<file path="src/design/assert_macros.svh">
// Assertion macros shared by the design files.
`ifndef ASSERT_MACROS_SVH
`define ASSERT_MACROS_SVH
`ifndef NO_ASSERTIONS
`define CHK_PROP(lbl, clk, rstn, prop) \
  lbl: assert property (@(posedge clk) disable iff (!rstn) (prop)) \
    else $error("assertion failed");
`define CHK_NEVER(lbl, clk, rstn, cond) \
  lbl: assert property (@(posedge clk) disable iff (!rstn) !(cond)) \
    else $error("forbidden condition seen");
`else
`define CHK_PROP(lbl, clk, rstn, prop)
`define CHK_NEVER(lbl, clk, rstn, cond)
`endif
`endif

</file>
<file path="src/design/mfep_pkg.sv">
package mfep_pkg;

  // Parse phases
  localparam logic [3:0] PH_HDR    = 4'd0;
  localparam logic [3:0] PH_TRK    = 4'd1;
  localparam logic [3:0] PH_STOP   = 4'd2;
  localparam logic [3:0] PH_DELTA  = 4'd3;
  localparam logic [3:0] PH_STATUS = 4'd4;
  localparam logic [3:0] PH_DATA1  = 4'd5;
  localparam logic [3:0] PH_DATA2  = 4'd6;
  localparam logic [3:0] PH_MTYPE  = 4'd7;
  localparam logic [3:0] PH_MLEN   = 4'd8;
  localparam logic [3:0] PH_SXLEN  = 4'd9;
  localparam logic [3:0] PH_SKIP   = 4'd10;

  // Result kinds
  localparam logic [3:0] K_NOTE_OFF    = 4'd0;
  localparam logic [3:0] K_TRACK_OK    = 4'd1;
  localparam logic [3:0] K_TRACK_BAD   = 4'd2;
  localparam logic [3:0] K_FORMAT_REJ  = 4'd3;
  localparam logic [3:0] K_UNK_META    = 4'd4;
  localparam logic [3:0] K_OTHER_CHAN  = 4'd5;
  localparam logic [3:0] K_UNSUPPORTED = 4'd6;
  localparam logic [3:0] K_NOTE_IGN    = 4'd7;
  localparam logic [3:0] K_SYSEX_SKIP  = 4'd8;

  // Status and meta bytes
  localparam logic [7:0] ST_META     = 8'hFF;
  localparam logic [7:0] ST_SYSEX    = 8'hF0;
  localparam logic [7:0] ST_SYSEX_ESC = 8'hF7;
  localparam logic [7:0] META_EOT    = 8'h2F;
  localparam logic [7:0] META_TEMPO  = 8'h51;

  // Arithmetic unit operations
  localparam logic OP_MUL = 1'b0;
  localparam logic OP_DIV = 1'b1;

  localparam int MUL_STEPS = 15;
  localparam int DIV_STEPS = 24;

  typedef struct packed {
    logic        go;
    logic        op;
    logic [27:0] opa;
    logic [25:0] opb;
  } alu_req_t;

  typedef struct packed {
    logic        done;
    logic [42:0] result;
  } alu_rsp_t;

  // Top octave of the note table in Q16 (notes 120 to 131).
  localparam logic [29:0] OCT_TOP_Q16 [12] = '{
    30'd548668578, 30'd581294109, 30'd615859655, 30'd652480576,
    30'd691279090, 30'd732384684, 30'd775934544, 30'd822074013,
    30'd870957077, 30'd922746880, 30'd977616265, 30'd1035748353
  };

  function automatic logic meta_known(input logic [7:0] t);
    return (t <= 8'h07) || (t == 8'h20) || (t == 8'h21) || (t == 8'h2F) ||
           (t == 8'h51) || (t == 8'h54) || (t == 8'h58) || (t == 8'h59) ||
           (t == 8'h7F);
  endfunction

  function automatic logic [21:0] note_freq(input logic [6:0] n);
    logic [3:0]  oct;
    logic [6:0]  semi;
    logic [4:0]  s;
    logic [30:0] sum;
    oct = 4'd0;
    for (int k = 1; k <= 10; k++) begin
      if (n >= 7'(12 * k)) oct = 4'(k);
    end
    semi = n - 7'(oct) * 7'd12;
    s    = 5'd18 - 5'(oct);
    sum  = 31'(OCT_TOP_Q16[semi[3:0]]) + (31'd1 << (s - 5'd1));
    return 22'(sum >> s);
  endfunction

endpackage

</file>
<file path="src/design/mfep_seq_alu.sv">
`include "assert_macros.svh"

module mfep_seq_alu (
  input  logic               clk,
  input  logic               rst_n,
  input  mfep_pkg::alu_req_t req,
  output mfep_pkg::alu_rsp_t rsp
);

  logic        busy_r, busy_nxt;
  logic        op_r, op_nxt;
  logic [4:0]  cnt_r, cnt_nxt;
  logic [42:0] acc_r, acc_nxt;
  logic [42:0] sh_r, sh_nxt;
  logic [25:0] mp_r, mp_nxt;

  logic        sub;
  logic [42:0] add_a;
  logic [43:0] add_bx;
  logic [43:0] sum;
  logic [42:0] partial;

  // One adder serves both the shift-add multiply and the restoring divide.
  always_comb begin
    partial = {acc_r[41:0], sh_r[23]};
    sub     = (op_r == mfep_pkg::OP_DIV);
    add_a   = sub ? partial : acc_r;
    add_bx  = sub ? ~{18'd0, mp_r} : {1'b0, sh_r};
    sum     = {1'b0, add_a} + add_bx + 44'(sub);
  end

  always_comb begin
    busy_nxt = busy_r;
    op_nxt   = op_r;
    cnt_nxt  = cnt_r;
    acc_nxt  = acc_r;
    sh_nxt   = sh_r;
    mp_nxt   = mp_r;
    if (req.go) begin
      busy_nxt = 1'b1;
      op_nxt   = req.op;
      acc_nxt  = '0;
      if (req.op == mfep_pkg::OP_MUL) begin
        cnt_nxt = 5'(mfep_pkg::MUL_STEPS - 1);
        sh_nxt  = {15'd0, req.opa};
      end else begin
        cnt_nxt = 5'(mfep_pkg::DIV_STEPS - 1);
        sh_nxt  = {15'd0, req.opa};
      end
      mp_nxt = req.opb;
    end else if (busy_r) begin
      if (op_r == mfep_pkg::OP_MUL) begin
        if (mp_r[0]) acc_nxt = sum[42:0];
        sh_nxt = {sh_r[41:0], 1'b0};
        mp_nxt = {1'b0, mp_r[25:1]};
      end else begin
        acc_nxt = sum[43] ? partial : sum[42:0];
        sh_nxt  = {sh_r[41:0], ~sum[43]};
      end
      if (cnt_r == 5'd0) busy_nxt = 1'b0;
      else cnt_nxt = cnt_r - 5'd1;
    end
  end

  always_ff @(posedge clk) begin
    if (!rst_n) begin
      busy_r <= 1'b0;
      op_r   <= mfep_pkg::OP_MUL;
      cnt_r  <= '0;
    end else begin
      busy_r <= busy_nxt;
      op_r   <= op_nxt;
      cnt_r  <= cnt_nxt;
    end
    acc_r <= acc_nxt;
    sh_r  <= sh_nxt;
    mp_r  <= mp_nxt;
  end

  // The result is valid in the cycle after the last step.
  logic done_r;
  always_ff @(posedge clk) begin
    if (!rst_n) done_r <= 1'b0;
    else done_r <= busy_r && !req.go && (cnt_r == 5'd0);
  end

  assign rsp.done   = done_r;
  assign rsp.result = (op_r == mfep_pkg::OP_MUL) ? acc_r : {28'd0, sh_r[14:0]};

  `CHK_NEVER(a_go_when_busy, clk, rst_n, req.go && busy_r)
  `CHK_PROP(a_go_starts, clk, rst_n, req.go |=> busy_r)
  `CHK_PROP(a_done_after_busy, clk, rst_n, rsp.done |-> (!busy_r && $past(busy_r)))
  `CHK_PROP(a_cnt_range, clk, rst_n,
            busy_r |-> (cnt_r < 5'(mfep_pkg::DIV_STEPS)))

endmodule

</file>
<file path="src/design/midi_file_event_parser_core.sv">
// MIDI file event parser.
// The file is streamed in one byte per input item on in_tdata; in_tuser set
// on an item restarts parsing at the file header with that byte. Results
// leave on the out_ channel, at most one per input item, in input order.
// For most bytes the item is accepted and its result, if any, is in the
// output register in the next cycle. A note-off result waits for the
// 15-step shift-add multiply of delta ticks by ms per tick in the
// shared arithmetic unit. The last byte of a tempo meta event waits for
// the 24-step restoring divide in the same unit.
// in_tready is low while the unit runs, and while a result waits in the
// output register and out_tready is low; a stalled receiver therefore
// holds the input side after one pending result.
// Synchronous reset (rst_n low) returns the parser to the file header and
// drops any pending result.
module midi_file_event_parser_core #(
  parameter int DELTA_MAX_BYTES = 4
) (
  input  logic         clk,
  input  logic         rst_n,
  input  logic         in_tvalid,
  output logic         in_tready,
  input  logic [7:0]   in_tdata,   // data_byte
  input  logic         in_tuser,   // restart
  output logic         out_tvalid,
  input  logic         out_tready,
  output logic [127:0] out_tdata,  // track_number, note_number, velocity, delta_ticks,
                                   // duration_ms, frequency_q8, zero pad
  output logic [3:0]   out_tuser   // kind
);

  localparam logic [1:0] C_IDLE = 2'd0;
  localparam logic [1:0] C_MUL  = 2'd1;
  localparam logic [1:0] C_DIV  = 2'd2;

  logic [1:0]  ctl_r, ctl_nxt;
  logic [3:0]  phase_r, phase_nxt;
  logic [3:0]  fcnt_r, fcnt_nxt;
  logic [15:0] div_r, div_nxt;
  logic [15:0] ntrk_r, ntrk_nxt;
  logic [15:0] tidx_r, tidx_nxt;
  logic [31:0] tlen_r, tlen_nxt;
  logic [31:0] tseen_r, tseen_nxt;
  logic [27:0] delta_r, delta_nxt;
  logic [7:0]  stat_r, stat_nxt;
  logic [7:0]  mkind_r, mkind_nxt;
  logic [7:0]  skip_r, skip_nxt;
  logic [23:0] tempo_r, tempo_nxt;
  logic [14:0] mspt_r, mspt_nxt;
  logic [7:0]  note_r, note_nxt;

  logic        oval_r, oval_nxt;
  logic [3:0]  okind_r;
  logic [15:0] otrk_r;
  logic [6:0]  onote_r;
  logic [6:0]  ovel_r;
  logic [27:0] odelta_r;
  logic [42:0] odur_r;
  logic [21:0] ofreq_r;

  logic        acc;
  logic        emit;
  logic [3:0]  ekind;
  logic [27:0] edelta;
  logic [6:0]  evel;
  logic        mul_go;
  logic        div_go;
  logic        fin;
  logic [25:0] divisor;

  mfep_pkg::alu_req_t alu_req;
  mfep_pkg::alu_rsp_t alu_rsp;

  assign in_tready = (ctl_r == C_IDLE) && (!oval_r || out_tready);
  assign acc       = in_tvalid && in_tready;

  always_comb begin
    logic [7:0] b;
    logic       is_chan_c;
    b = in_tdata;
    phase_nxt = phase_r;  fcnt_nxt = fcnt_r;   div_nxt = div_r;
    ntrk_nxt  = ntrk_r;   tidx_nxt = tidx_r;   tlen_nxt = tlen_r;
    tseen_nxt = tseen_r;  delta_nxt = delta_r; stat_nxt = stat_r;
    mkind_nxt = mkind_r;  skip_nxt = skip_r;   tempo_nxt = tempo_r;
    mspt_nxt  = mspt_r;   note_nxt = note_r;
    emit = 1'b0; ekind = mfep_pkg::K_NOTE_OFF; edelta = 28'd0; evel = 7'd0;
    mul_go = 1'b0; div_go = 1'b0; fin = 1'b0;
    if (in_tuser) begin
      phase_nxt = mfep_pkg::PH_HDR; fcnt_nxt = '0; div_nxt = '0; ntrk_nxt = '0;
      tidx_nxt = '0; tlen_nxt = '0; tseen_nxt = '0; delta_nxt = '0;
      stat_nxt = '0; mkind_nxt = '0; skip_nxt = '0; tempo_nxt = '0;
      mspt_nxt = '0; note_nxt = '0;
    end
    if (phase_nxt >= mfep_pkg::PH_DELTA && phase_nxt <= mfep_pkg::PH_SKIP &&
        tseen_nxt != 32'hFFFF_FFFF)
      tseen_nxt = tseen_nxt + 32'd1;
    is_chan_c = (stat_nxt >= 8'hC0) && (stat_nxt <= 8'hDF);

    unique case (phase_nxt)
      mfep_pkg::PH_HDR: begin
        if (fcnt_nxt == 4'd9 && {div_nxt[7:0], b} == 16'd2) begin
          phase_nxt = mfep_pkg::PH_STOP;
          emit = 1'b1; ekind = mfep_pkg::K_FORMAT_REJ;
        end else begin
          if (fcnt_nxt == 4'd8) div_nxt = {8'd0, b};
          else if (fcnt_nxt == 4'd10 || fcnt_nxt == 4'd11) ntrk_nxt = {ntrk_nxt[7:0], b};
          else if (fcnt_nxt >= 4'd12) div_nxt = {div_nxt[7:0], b};
          if (fcnt_nxt >= 4'd13) begin
            tidx_nxt = '0;
            fcnt_nxt = '0;
            phase_nxt = (ntrk_nxt != 16'd0) ? mfep_pkg::PH_TRK : mfep_pkg::PH_STOP;
          end else begin
            fcnt_nxt = fcnt_nxt + 4'd1;
          end
        end
      end
      mfep_pkg::PH_TRK: begin
        if (fcnt_nxt == 4'd0) tidx_nxt = tidx_nxt + 16'd1;
        if (fcnt_nxt >= 4'd4) tlen_nxt = {tlen_nxt[23:0], b};
        if (fcnt_nxt >= 4'd7) begin
          tseen_nxt = '0; stat_nxt = '0;
          phase_nxt = mfep_pkg::PH_DELTA; fcnt_nxt = '0; delta_nxt = '0;
        end else begin
          fcnt_nxt = fcnt_nxt + 4'd1;
        end
      end
      mfep_pkg::PH_DELTA: begin
        delta_nxt = {delta_nxt[20:0], b[6:0]};
        fcnt_nxt  = fcnt_nxt + 4'd1;
        if (!b[7] || fcnt_nxt >= 4'(DELTA_MAX_BYTES)) phase_nxt = mfep_pkg::PH_STATUS;
      end
      mfep_pkg::PH_STATUS, mfep_pkg::PH_DATA1: begin
        if (phase_nxt == mfep_pkg::PH_STATUS && b == mfep_pkg::ST_META) begin
          stat_nxt = b; phase_nxt = mfep_pkg::PH_MTYPE;
        end else if (phase_nxt == mfep_pkg::PH_STATUS &&
                     (b == mfep_pkg::ST_SYSEX || b == mfep_pkg::ST_SYSEX_ESC)) begin
          stat_nxt = b; phase_nxt = mfep_pkg::PH_SXLEN;
        end else if (phase_nxt == mfep_pkg::PH_STATUS && b >= 8'h80 && b <= 8'hEF) begin
          stat_nxt = b; phase_nxt = mfep_pkg::PH_DATA1;
        end else if (phase_nxt == mfep_pkg::PH_DATA1 ||
                     (!b[7] && stat_nxt >= 8'h80 && stat_nxt <= 8'hEF)) begin
          note_nxt = b;
          if (is_chan_c) begin
            emit = 1'b1; ekind = mfep_pkg::K_OTHER_CHAN; edelta = delta_nxt;
            phase_nxt = mfep_pkg::PH_DELTA; fcnt_nxt = '0; delta_nxt = '0;
          end else begin
            phase_nxt = mfep_pkg::PH_DATA2;
          end
        end else begin
          emit = 1'b1; ekind = mfep_pkg::K_UNSUPPORTED; edelta = delta_nxt;
          stat_nxt = '0;
          phase_nxt = mfep_pkg::PH_DELTA; fcnt_nxt = '0; delta_nxt = '0;
        end
      end
      mfep_pkg::PH_DATA2: begin
        emit = 1'b1; edelta = delta_nxt;
        if (stat_nxt[7:4] == 4'h8) begin
          if (note_nxt[7]) begin
            ekind = mfep_pkg::K_NOTE_IGN;
          end else begin
            ekind = mfep_pkg::K_NOTE_OFF; evel = b[6:0]; mul_go = 1'b1;
          end
        end else begin
          ekind = mfep_pkg::K_OTHER_CHAN;
        end
        phase_nxt = mfep_pkg::PH_DELTA; fcnt_nxt = '0; delta_nxt = '0;
      end
      mfep_pkg::PH_MTYPE: begin
        mkind_nxt = b;
        if (!mfep_pkg::meta_known(b)) begin
          emit = 1'b1; ekind = mfep_pkg::K_UNK_META; edelta = delta_nxt;
        end
        phase_nxt = mfep_pkg::PH_MLEN;
      end
      mfep_pkg::PH_MLEN: begin
        skip_nxt = b;
        if (mkind_nxt == mfep_pkg::META_TEMPO) tempo_nxt = '0;
        if (b == 8'd0) fin = 1'b1;
        else phase_nxt = mfep_pkg::PH_SKIP;
      end
      mfep_pkg::PH_SXLEN: begin
        emit = 1'b1; ekind = mfep_pkg::K_SYSEX_SKIP; edelta = delta_nxt;
        skip_nxt = b;
        if (b == 8'd0) fin = 1'b1;
        else phase_nxt = mfep_pkg::PH_SKIP;
      end
      mfep_pkg::PH_SKIP: begin
        if (stat_nxt == mfep_pkg::ST_META && mkind_nxt == mfep_pkg::META_TEMPO)
          tempo_nxt = {tempo_nxt[15:0], b};
        skip_nxt = skip_nxt - 8'd1;
        if (skip_nxt == 8'd0) fin = 1'b1;
      end
      default: begin
      end
    endcase

    // End of a meta or sysex body.
    if (fin) begin
      if (stat_nxt == mfep_pkg::ST_META && mkind_nxt == mfep_pkg::META_TEMPO) begin
        if (div_nxt == 16'd0) mspt_nxt = '0;
        else div_go = 1'b1;
      end
      if (stat_nxt == mfep_pkg::ST_META && mkind_nxt == mfep_pkg::META_EOT) begin
        emit = 1'b1; edelta = delta_nxt;
        ekind = (tseen_nxt == tlen_nxt) ? mfep_pkg::K_TRACK_OK : mfep_pkg::K_TRACK_BAD;
        fcnt_nxt = '0;
        phase_nxt = (tidx_nxt < ntrk_nxt) ? mfep_pkg::PH_TRK : mfep_pkg::PH_STOP;
      end else begin
        phase_nxt = mfep_pkg::PH_DELTA; fcnt_nxt = '0; delta_nxt = '0;
      end
    end

    if (stat_nxt != mfep_pkg::ST_META && phase_nxt == mfep_pkg::PH_DELTA &&
        (stat_nxt == mfep_pkg::ST_SYSEX || stat_nxt == mfep_pkg::ST_SYSEX_ESC))
      stat_nxt = '0;
    if (stat_nxt == mfep_pkg::ST_META && phase_nxt != mfep_pkg::PH_MTYPE &&
        phase_nxt != mfep_pkg::PH_MLEN && phase_nxt != mfep_pkg::PH_SKIP)
      stat_nxt = '0;
  end

  // 1000 = 1024 - 16 - 8
  assign divisor = ({10'd0, div_nxt} << 10) - ({10'd0, div_nxt} << 4) -
                   ({10'd0, div_nxt} << 3);

  always_comb begin
    alu_req.go  = acc && (mul_go || div_go);
    alu_req.op  = div_go ? mfep_pkg::OP_DIV : mfep_pkg::OP_MUL;
    alu_req.opa = div_go ? {4'd0, tempo_nxt} : delta_r;
    alu_req.opb = div_go ? divisor : {11'd0, mspt_r};
  end

  mfep_seq_alu u_alu (
    .clk (clk),
    .rst_n (rst_n),
    .req (alu_req),
    .rsp (alu_rsp)
  );

  always_comb begin
    ctl_nxt  = ctl_r;
    oval_nxt = oval_r;
    if (oval_r && out_tready) oval_nxt = 1'b0;
    unique case (ctl_r)
      C_IDLE: begin
        if (acc) begin
          if (mul_go) ctl_nxt = C_MUL;
          else if (div_go) ctl_nxt = C_DIV;
          if (emit && !mul_go) oval_nxt = 1'b1;
        end
      end
      C_MUL: begin
        if (alu_rsp.done) begin
          ctl_nxt  = C_IDLE;
          oval_nxt = 1'b1;
        end
      end
      C_DIV: begin
        if (alu_rsp.done) ctl_nxt = C_IDLE;
      end
      default: ctl_nxt = C_IDLE;
    endcase
  end

  always_ff @(posedge clk) begin
    if (!rst_n) begin
      ctl_r   <= C_IDLE;
      oval_r  <= 1'b0;
      phase_r <= mfep_pkg::PH_HDR;
      fcnt_r  <= '0;  div_r  <= '0;  ntrk_r  <= '0;  tidx_r  <= '0;
      tlen_r  <= '0;  tseen_r <= '0; delta_r <= '0;  stat_r  <= '0;
      mkind_r <= '0;  skip_r <= '0;  tempo_r <= '0;  mspt_r  <= '0;
      note_r  <= '0;
    end else begin
      ctl_r  <= ctl_nxt;
      oval_r <= oval_nxt;
      if (acc) begin
        phase_r <= phase_nxt; fcnt_r <= fcnt_nxt; div_r <= div_nxt;
        ntrk_r <= ntrk_nxt; tidx_r <= tidx_nxt; tlen_r <= tlen_nxt;
        tseen_r <= tseen_nxt; delta_r <= delta_nxt; stat_r <= stat_nxt;
        mkind_r <= mkind_nxt; skip_r <= skip_nxt; tempo_r <= tempo_nxt;
        mspt_r <= mspt_nxt; note_r <= note_nxt;
      end else if (ctl_r == C_DIV && alu_rsp.done) begin
        mspt_r <= alu_rsp.result[14:0];
      end
    end
  end

  always_ff @(posedge clk) begin
    if (acc && emit) begin
      okind_r  <= ekind;
      otrk_r   <= tidx_nxt;
      odelta_r <= edelta;
      ovel_r   <= evel;
      onote_r  <= mul_go ? note_r[6:0] : 7'd0;
      ofreq_r  <= mul_go ? mfep_pkg::note_freq(note_r[6:0]) : 22'd0;
      odur_r   <= '0;
    end else if (ctl_r == C_MUL && alu_rsp.done) begin
      odur_r <= alu_rsp.result;
    end
  end

  assign out_tvalid = oval_r;
  assign out_tdata  = {5'b0, ofreq_r, odur_r, odelta_r, ovel_r, onote_r, otrk_r};
  assign out_tuser  = okind_r;

  `CHK_NEVER(a_accept_when_busy, clk, rst_n, acc && (ctl_r != C_IDLE))
  `CHK_PROP(a_mul_fills_output, clk, rst_n,
            (ctl_r == C_MUL && alu_rsp.done) |=> oval_r)
  `CHK_NEVER(a_no_result_during_mul, clk, rst_n, (ctl_r == C_MUL) && oval_r)

endmodule
</file>
<file path="config.mk">
export PLATFORM = sky130hd
export DESIGN_NAME = midi_file_event_parser_core
export DESIGN_NICKNAME = d
export VERILOG_FILES = /design/src/design/mfep_pkg.sv /design/src/design/mfep_seq_alu.sv /design/src/design/midi_file_event_parser_core.sv
export VERILOG_INCLUDE_DIRS = /design/src /design/src/design
export SDC_FILE = /design/constraint.sdc
export NUM_CORES = 2
export LEC_CHECK = 0
export BUFFER_PORTS_ARGS = -buffer_cell sky130_fd_sc_hd__buf_4
export CAP_MARGIN = 5
export CORE_UTILIZATION = 27
export CTS_BUF_LIST = sky130_fd_sc_hd__clkbuf_4
export CTS_CLUSTER_DIAMETER = 40
export DETAILED_ROUTE_END_ITERATION = 8
export PLACE_DENSITY = 0.5
export SLEW_MARGIN = 5
export SYNTH_ARGS = -nofsm -noshare
export SYNTH_HDL_FRONTEND = slang
export SYNTH_SLANG_ARGS = --single-unit
</file>
<file path="constraint.sdc">
create_clock -name clk -period 12 [get_ports clk]
set_input_delay 2.4 -clock clk [delete_from_list [all_inputs] [get_ports clk]]
set_output_delay 2.4 -clock clk [all_outputs]
set_load 0.01 [all_outputs]
</file>
==> impl_results.md <==
- Cell Count, Final, Fillers Out: 5922
- Total CTS buffers: 151
- Register clock-pin slew on the reported worst setup and hold paths: 0.05 ns
- Kind of end point of the critical path: flop
- Top cells by area, synth: sky130_fd_sc_hd__dfxtp_1 20%, sky130_fd_sc_hd__edfxtp_1 13%, sky130_fd_sc_hd__nor2_1 6.9%
- Skew final: 0.0974 ns
- Pins Over Slew Limit: 0
- Yosys warnings: 0
- Boundary Pins: 147
- Register bit total from synthesis: 469
- DPL Wire Length: 77800 um
- Global placement routability congestion: 0.899
- Total count of hold-check failures in the final report: 0
- Number of gates given a new drive strength after cts: 0
- Initial core utilization: 27.3%
- Synthesis-to-layout area growth: 13.1%
- Cells after Synth: 4137
- Sequential area share after synthesis: 32.9%
- Post-CTS Repair Setup Buffers: 0
- Hold-fix buffer count after cts: 0
- Most frequent cell after synthesis: sky130_fd_sc_hd__nor2_1
- Maximum vdd ir drop: 82.6 uV
- Vertical extent of the die: 350 um
- Router iterations before antenna repair: 6
- CTS sink count: 469
- Post-detailed-route DRC marker count: 0
- RSZ-0062 raised after global routing: no
- Share of flip-flops with an asynchronous set or reset after synthesis: 0%
- Worst endpoint required time: 12.89 ns
- Met2 Usage GRT: 28.1%
- Mapped Avg Cell Area: 7.90 um^2
- Pwr/cell area: 104 mW/mm^2
- Buffers from clock root to sink, at most: 3
- Core Box Area: 0.120 mm^2
- Antenna violations before repair: 4
- Prevailing post-synth register cell: sky130_fd_sc_hd__dfxtp_1
- Relative max-transition margin: 12.3%
- Placed Cells incl. Taps: 5647
- Clock tree from TritonCTS: built
- EDFF count, synth: 138
- Post-synth design cell area: 0.0327 mm^2
- Routed via count divided by cell count: 5.23
- Count of routing violations after the opening detailed-route iteration: 2285
- Routed WL per cell: 18.9 um
- Routed Wire Length: 112000 um
- Minimum clock period: 8.01 ns
- Outcome: finished, final reports clean
- GR met3 Demand/Resource: 3.20%
- Critical Path Start Type: flop
- Number of routed nets with antenna violations: 0
- Crit path arrival time: 8.90 ns
- Highest clock frequency the design can meet: 125 MHz
- Global Route Usage Sum: 17.9%
- Classification of the worst setup path: reg -> reg
- Power, Total: 3.84 mW
- GR met1 Demand/Resource: 24.4%
- Cell types with the highest counts after synthesis: 603 x sky130_fd_sc_hd__nor2_1, 443 x sky130_fd_sc_hd__nand2_1, 384 x sky130_fd_sc_hd__a21oi_1
- Least-Margin Pin Slew: 1.31 ns
- Clock Latency Late Sink: 1.09 ns
- Count of max-cap constraint violations: 0
- Distinct cell type count after synthesis: 114
- Leakage power figure: 14.0 nW
- Vias: 30900
- Cell Rows: 127
- Die Span X: 350 um
- Most used routing layer: met2
- Setup total negative slack: 0 ns
- Cell accounting for the most synthesized area: sky130_fd_sc_hd__dfxtp_1
- Pin count of the biggest net entering global routing: 85
- Floorplan die area: 0.122 mm^2
- Area fraction of the dominant cell type after synthesis: 20.3%
- Total overflow reported by the global router: 0
- Final setup viols: 0
- Via count of the first global-routing pass: 29600
- NumNets Final: 4360
- Port-buffer cells: 141
- Ratio of final minimum period to clock period: 66.7%
- Global-route wire length before repair: 173000 um
- H-tree depth: 4
- Largest fanout of any net on the critical path: 36
- Ratio of cells with drive above 1 in the final layout: 13.5%
- Hold crit path type: reg -> reg
- Worst reg-to-reg setup slack: 3.99 ns
- Library cell used as clock root buffer: sky130_fd_sc_hd__clkbuf_4
- Worst hold slack: 0.455 ns
## cell usage in the layout, fill, tap and decap left out, types with 12 or more instances in the layout
cell	instances
sky130_fd_sc_hd__o211ai_1	38
sky130_fd_sc_hd__o21a_1	27
sky130_fd_sc_hd__nor2b_1	67
sky130_fd_sc_hd__fa_1	12
sky130_fd_sc_hd__a22oi_1	113
sky130_fd_sc_hd__xor2_1	41
sky130_fd_sc_hd__o31ai_1	13
sky130_fd_sc_hd__o21bai_1	14
sky130_fd_sc_hd__or2_2	24
sky130_fd_sc_hd__dfxtp_1	330
sky130_fd_sc_hd__nand2_1	440
sky130_fd_sc_hd__a22o_1	24
sky130_fd_sc_hd__o21ai_0	225
sky130_fd_sc_hd__buf_4	183
sky130_fd_sc_hd__and3_1	49
sky130_fd_sc_hd__o22ai_1	12
sky130_fd_sc_hd__nor3_1	94
sky130_fd_sc_hd__nor4_1	18
sky130_fd_sc_hd__a21o_1	56
sky130_fd_sc_hd__clkinv_1	34
sky130_fd_sc_hd__or3_1	20
sky130_fd_sc_hd__mux2i_1	85
sky130_fd_sc_hd__nor3b_1	47
sky130_fd_sc_hd__nand2b_1	37
sky130_fd_sc_hd__nand3_1	94
sky130_fd_sc_hd__nand4_1	28
sky130_fd_sc_hd__a31oi_1	50
sky130_fd_sc_hd__clkbuf_4	209
sky130_fd_sc_hd__mux2_2	58
sky130_fd_sc_hd__edfxtp_1	138
sky130_fd_sc_hd__xnor2_1	86
sky130_fd_sc_hd__and2_1	49
sky130_fd_sc_hd__a21oi_1	383
sky130_fd_sc_hd__ha_1	147
sky130_fd_sc_hd__inv_1	83
sky130_fd_sc_hd__nor2_1	601
sky130_fd_sc_hd__a211oi_1	91
## layout make-up
class	instances	area, um^2
sequential	469	10800
timing repair buffer	184	1390
tap	1612	2020
clock inverter	59	372
fill	12900	83000
multi-input combinational	3295	20500
clock buffer	209	1570
antenna	7	17.5
inverter	87	332
## metrics by stage
stage / setup slack, ns / instance area (um^2) / util (%)
after detailed placement: 3.45 / 35000 / 29.2
after global placement: 3.52 / 35000 / 29.2
final: 3.99 / 37000 / 30.8
after CTS: 4.04 / 37000 / 30.8
after floorplan: 2.86 / 32700 / -
after global routing: 3.22 / 37000 / 30.8
## logic make-up (layout without fill, tap and decap cells)
group           after synthesis  in the layout  synth area share [%]
mux                         153            153                  5.29
simple gates               1656           1656                  24.1
fa+ha+maj                   159            159                  6.36
compound gates             1195           1195                  23.3
xor+xnor                    127            127                  3.40
buf+inv                     377            539                  4.64
other cells                   1             12                0.0115
flops                       469            469                  32.9
## sequential cells by signal, summed over array words and instances (netlist names), 5 cells and up
register,flops
mkind_r,8
u_alu.sh_r,43
tlen_r,32
delta_r,28
otrk_r,16
skip_r,8
tseen_r,32
u_alu.cnt_r,5
div_r,16
note_r,8
ntrk_r,16
onote_r,7
mspt_r,15
odur_r,43
ofreq_r,22
tempo_r,24
tidx_r,16
u_alu.mp_r,26
odelta_r,28
ovel_r,7
u_alu.acc_r,43
stat_r,8
## worst max-delay path, stage by stage, from the launching register on
cell,delay [ns]
sky130_fd_sc_hd__dfxtp_1,0.56
sky130_fd_sc_hd__nor2b_1,0.30
sky130_fd_sc_hd__mux2i_1,0.14
sky130_fd_sc_hd__a31oi_1,0.21
sky130_fd_sc_hd__or2_2,0.66
sky130_fd_sc_hd__ha_1,0.33
sky130_fd_sc_hd__buf_4,0.39
sky130_fd_sc_hd__o21ai_0,0.20
sky130_fd_sc_hd__nor3_1,0.39
sky130_fd_sc_hd__nand2_1,0.15
sky130_fd_sc_hd__and3_1,0.20
sky130_fd_sc_hd__a31oi_1,0.61
sky130_fd_sc_hd__nor2_1,0.10
sky130_fd_sc_hd__ha_1,0.48
sky130_fd_sc_hd__nand4_1,0.23
sky130_fd_sc_hd__or3_1,0.41
sky130_fd_sc_hd__a21o_1,0.22
sky130_fd_sc_hd__a31oi_1,0.30
sky130_fd_sc_hd__a41oi_1,0.30
sky130_fd_sc_hd__o21bai_1,0.24
sky130_fd_sc_hd__mux2i_1,0.43
sky130_fd_sc_hd__mux2_2,0.26
sky130_fd_sc_hd__o21ai_1,0.14
sky130_fd_sc_hd__mux4_2,0.49
sky130_fd_sc_hd__nor2_1,0.11
## path summary, 6_finish.rpt
path,start,endpoint,cells after the start
worst min register to register,tempo_r[20],tempo_r[20],2
worst min-delay path,tempo_r[20],tempo_r[20],2
worst max register to register,note_r[6],ofreq_r[15],24
worst max-delay path,note_r[6],ofreq_r[15],24
## report_power, final
group / internal [mW] / leakage, nW / switching, mW / total [mW]
clock: 0.879 / 1.13 / 0.811 / 1.69
sequential: 1.67 / 3.95 / 0.0388 / 1.71
combinational: 0.172 / 8.89 / 0.262 / 0.433
## metal layers
layer / wire length, um / part of all wire, % / vias to the layer above
met5: 0 / 0 / -
met3: 5750 / 5.2 / 163
met4: 2630 / 2.4 / 0
met1: 53100 / 48 / 14800
met2: 50200 / 45 / 795
li1: - / - / 15200
(Power assumes the default switching activity.)
